`src/rtl/mle_mac.sv`:
```
// ----------------------------------------------------------------------------
// mle_mac
// Shared signed multiply-add with a registered result: q = a*b + addend.
// ----------------------------------------------------------------------------
`default_nettype none

module mle_mac #(
  parameter int OW = 33
) (
  input  wire logic                    clk,
  input  wire logic signed [OW-1:0]    a,
  input  wire logic signed [OW-1:0]    b,
  input  wire logic signed [2*OW-1:0]  addend,
  output logic      signed [2*OW-1:0]  q_r
);

  logic signed [2*OW-1:0] prod;

  assign prod = a * b;

  always_ff @(posedge clk) begin
    q_r <= prod + addend;
  end

endmodule

`default_nettype wire

```
`config.mk`:
```
export PLATFORM = sky130hd
export DESIGN_NAME = mle_mac
export DESIGN_NICKNAME = d
export VERILOG_FILES = /design/src/rtl/mle_mac.sv
export SDC_FILE = /design/constraint.sdc
export NUM_CORES = 2
export LEC_CHECK = 0
export BUFFER_PORTS_ARGS = -buffer_cell sky130_fd_sc_hd__buf_2
export CORE_ASPECT_RATIO = 1.5
export CORE_MARGIN = 4
export CORE_UTILIZATION = 60
export CTS_CLUSTER_SIZE = 10
export DETAILED_ROUTE_END_ITERATION = 10
export PLACE_DENSITY = 0.81
export SLEW_MARGIN = 20
export SYNTH_ARGS = -nofsm -noshare
export SYNTH_HDL_FRONTEND = slang
export SYNTH_SLANG_ARGS = --single-unit
```
`constraint.sdc`:
```
create_clock -name clk -period 8.4 [get_ports clk]
set_clock_uncertainty 0.15 [all_clocks]
set_input_delay 0.84 -clock clk [delete_from_list [all_inputs] [get_ports clk]]
set_output_delay 0.84 -clock clk [all_outputs]
set_load 0.01 [all_outputs]
```
* Yosys cells after proc, flatten, opt, wreduce, memory -nomap -nowiden
Index checks and enable logic that the tools add are counted.
** Operators by class
- Add/subtract/negate cells :: 1
- Multipliers :: 1
** Operator list (count)
- 66-bit adder :: 1
- 33-bit by 33-bit multiplier with 66-bit output :: 1
** Word-level totals
- Bits in registers :: 66
- Input bits :: 133
- Output and inout bits :: 66
- Logic and storage cells :: 3

* Longest topological paths before layout
- Depth after elaboration :: 2
- Depth in mapped cells :: 30
- Gate-level depth less buffers :: 29

* Least setup slack after synthesis
OpenSTA, ideal clock, no wires.
- Path kind :: input to register
- From :: in a[32]
- To :: reg q_r[65]
- Arrival :: 8.308 ns
- Required time :: 8.150 ns
- Slack :: -0.157 ns
- Stages on the path :: 26
- Path buffers :: 1
- Path through :: clkbuf_1 -> nand2_1 -> fa_1 -> inv_1 -> fa_1 -> inv_1 -> fa_1 -> fa_1 -> inv_1 -> fa_1 -> inv_1 -> fa_1 -> fa_1 -> fa_1 -> inv_1 -> ha_1 -> a21oi_1 -> nor2b_1 -> o21ai_0 -> nand2b_1 -> a21o_1 -> a21o_1 -> a31o_2 -> a21oi_4 -> nor3_2 -> a2111oi_4
** Between the ends
- Cells in the longest elaborated chain, start to end :: 2
** Ends and longest elaborated chain
- start, declared :: line 11 : input wire logic signed [OW-1:0] a,
- 33-bit by 33-bit multiplier with 66-bit output :: line 19 : assign prod = a * b;
- 66-bit adder :: line 22 : q_r <= prod + addend;
- end signal, assigned :: line 22
- end, declared :: line 14 : output logic signed [2*OW-1:0] q_r
Every way passes these cells.

* Worst setup path in the final report
- From :: in a[9]
- To :: reg q_r[65]
The elaborated chain is that of the path after synthesis.

==> results.ini <==
[status]
status = finished clean

[clock_tree]
tritoncts = done
hold_buffers = 0
clkSinkCount = 66
root_buffer = clkbuf_16
ctsLongestPathBuffers = 2
path_clk_slew_ns = 0.08
htreeDepth = 3
cts_buffers = 9

[min_path]
holdPathStages = 2
min_to = q_r[0]$_DFF_P_
hp-start = addend[0]
hold_class = in2reg

[drt]
vias_per_cell = 5.448
wl_mm = 120.9
wl_per_cell_um = 20.31
via_count = 32450
antenna_left = 0
drtIter0Drc = 1961
drc = 0
dr.pass1.iters = 8

[worst_setup_path]
cp_slowest_cell = fa_1
end_kind = register
crit_fanout = 11
cp.required_ns = 8.57
worst-path-buf-inv = 7
cp.arrival_ns = 8.43
worstSetupPathType = in2reg
crit_cells = 27
worstSetupStartpointType = input pin
cpPeakStageDelay_ns = 0.67
critPathTopFamily = adder cells
path_common_cell = fa_1

[place]
io_buffer_count = 198
gp_congestion = 0.9740
placed_cells = 5926
hpwl_mm = 106.7
post-place-ws_ns = -0.5158

[logic_synthesis]
synth_area_um2 = 43350
postSynthAreaPerCell_um2 = 9.442
synth_nets = 6206
ys.warnings.count = 0
synth_cell_type_count = 63
ys_async_sr_fraction_pct = 0
synth_edf_count = 0
yosysSeqAreaShare_pct = 3.048
synthFlopType = dfxtp_1
synthCells = 4591
ys_seq_elements = 66

[floorplan]
fp.dieW_um = 227.5
core_area_um2 = 71470
io-pin-count = 199
start_util_pct = 60.65
die_h_um = 337.2
die_area_um2 = 76700
num_rows = 120

[layout]
fin_util_pct = 68.63
stdcell_count = 5955
regMostFlops = q_r
largest_reg_flops = 66
reg.largest.list = q_r: 66 flops
syn2layout_area_growth_pct = 13.16
fillers = 5153
final_nets = 6645
drive_gt1_share_pct = 13.92

[sta]
worstMarginPinSlew_ns = 0.7258
max_slew_margin_pct = 51.27
finalHoldViolations = 0
fmax_ghz = 0.1210
min_period_ns = 8.262
period_share_pct = 98.36
setup_ws_ns = 0.1379
hold_ws_ns = 0.5093
maxSlewViolCount = 0
setup_violations = 0

[grt]
grt_pass1_vias = 37330
track_usage_pct = 33.38
grt.overflow.total = 0
grt_start_max_net_pins = 24
grt_first_pass_wirelength_mm = 195.1
antenna_found_initial = 6

[run]
max_cap_viol_count = 0

-- worst max path at each step --
stage | start | slack [ns] | to
after floorplan | a[32] | 0.05 | q_r[65]$_DFF_P_
after global placement | b[9] | -0.39 | q_r[65]$_DFF_P_
after detailed placement | b[0] | -0.52 | q_r[65]$_DFF_P_
after CTS | b[0] | 0.02 | q_r[65]$_DFF_P_
after global routing | b[0] | -0.03 | q_r[65]$_DFF_P_
final | a[9] | 0.14 | q_r[65]$_DFF_P_
-- placed cells by master, fill, tap and decap left out, drive strengths merged, types with 2 or more instances in the layout --
cell type,Yosys,routed
a2111oi,3,3
a211o,3,3
a211oi,5,5
a21o,27,27
a21oi,73,73
a31oi,9,9
and2,562,562
and3,11,11
and4,3,3
buf,5,630
clkbuf,204,16
clkinv,0,5
clkinvlp,0,2
dfxtp,66,66
diode,0,5
fa,1249,1249
ha,233,233
inv,1313,1312
nand2,541,541
nand2b,15,15
nand3,16,16
nand4,7,7
nor2,54,54
nor2b,11,11
nor3,11,11
nor4,3,3
o2111ai,2,2
o211ai,4,4
o21a,9,9
o21ai,36,36
o21bai,15,15
o221ai,2,2
o311a,3,3
o31ai,3,3
xnor2,58,58
xor2,21,21
-- cell usage after synthesis, drive strengths merged (9+ instances only) --
library cell  number  share of area, %
nor2b             11              0.16
nor2              54              0.47
clkbuf           204               1.8
nor3              11              0.16
nand2b            15              0.22
o21ai             36              0.42
nand3             16              0.18
fa              1249                58
ha               233               6.7
and3              11              0.16
inv             1313                11
dfxtp             66               3.0
a31oi              9              0.18
xnor2             58               1.2
nand2            541               4.7
o21a               9              0.16
a21o              27              0.47
xor2              21              0.42
and2             562               8.1
o21bai            15              0.26
a21oi             73              0.88
-- cells by family (layout without fill, tap and decap cells) --
group                      Yosys count  in the layout  share of synthesized area [%]
AOI/OAI and AO/OA                  204            204                          3.317
other                                0              5                              0
DFF                                 66             66                          3.048
adders and majority gates         1482           1482                          64.41
and+or+nand+nor                   1238           1238                          14.44
buffers and inverters             1522           1966                          13.19
xor gates and xnor gates            79             79                          1.596
-- layout make-up --
cell class,count,area [um2],share of cell area [%]
antenna,5,12.51,0.02551
clock buffer,9,225.2,0.4591
clock inverter,7,78.83,0.1607
inverter,1313,4936,10.06
multi-input combinational,3003,36440,74.28
sequential,66,1321,2.694
tap,915,1145,2.334
timing repair buffer,637,4896,9.981
-- routing by layer --
layer	global-route usage, %	up-vias	routed length (um)
met2	59.36	1433	64240
li1	-	13750	-
met4	26.23	2	12250
met1	35.33	16690	37680
met5	0	-	13
met3	4.465	568	6758
-- per-stage QoR --
| step | setup TNS (ns) | instance area [um2] |
|---|---|---|
| finish | 0 | 49050 |
| global route | -0.06450 | 49050 |
| CTS | 0 | 48820 |
| detailed placement | -4.578 | 48500 |
| global placement | -3.652 | 48500 |
| floorplan | 0 | 43360 |
-- repair_timing --
action | 4_1_cts | 5_1_grt
resized for setup | 2 | 43
setup buffers | 0 | 8
pin swaps | 0 | 13
setup endpoints to repair | 2 | 18
Power is not shown: default switching activity piles up to over one toggle a cycle in this logic, so the estimate is an artifact.
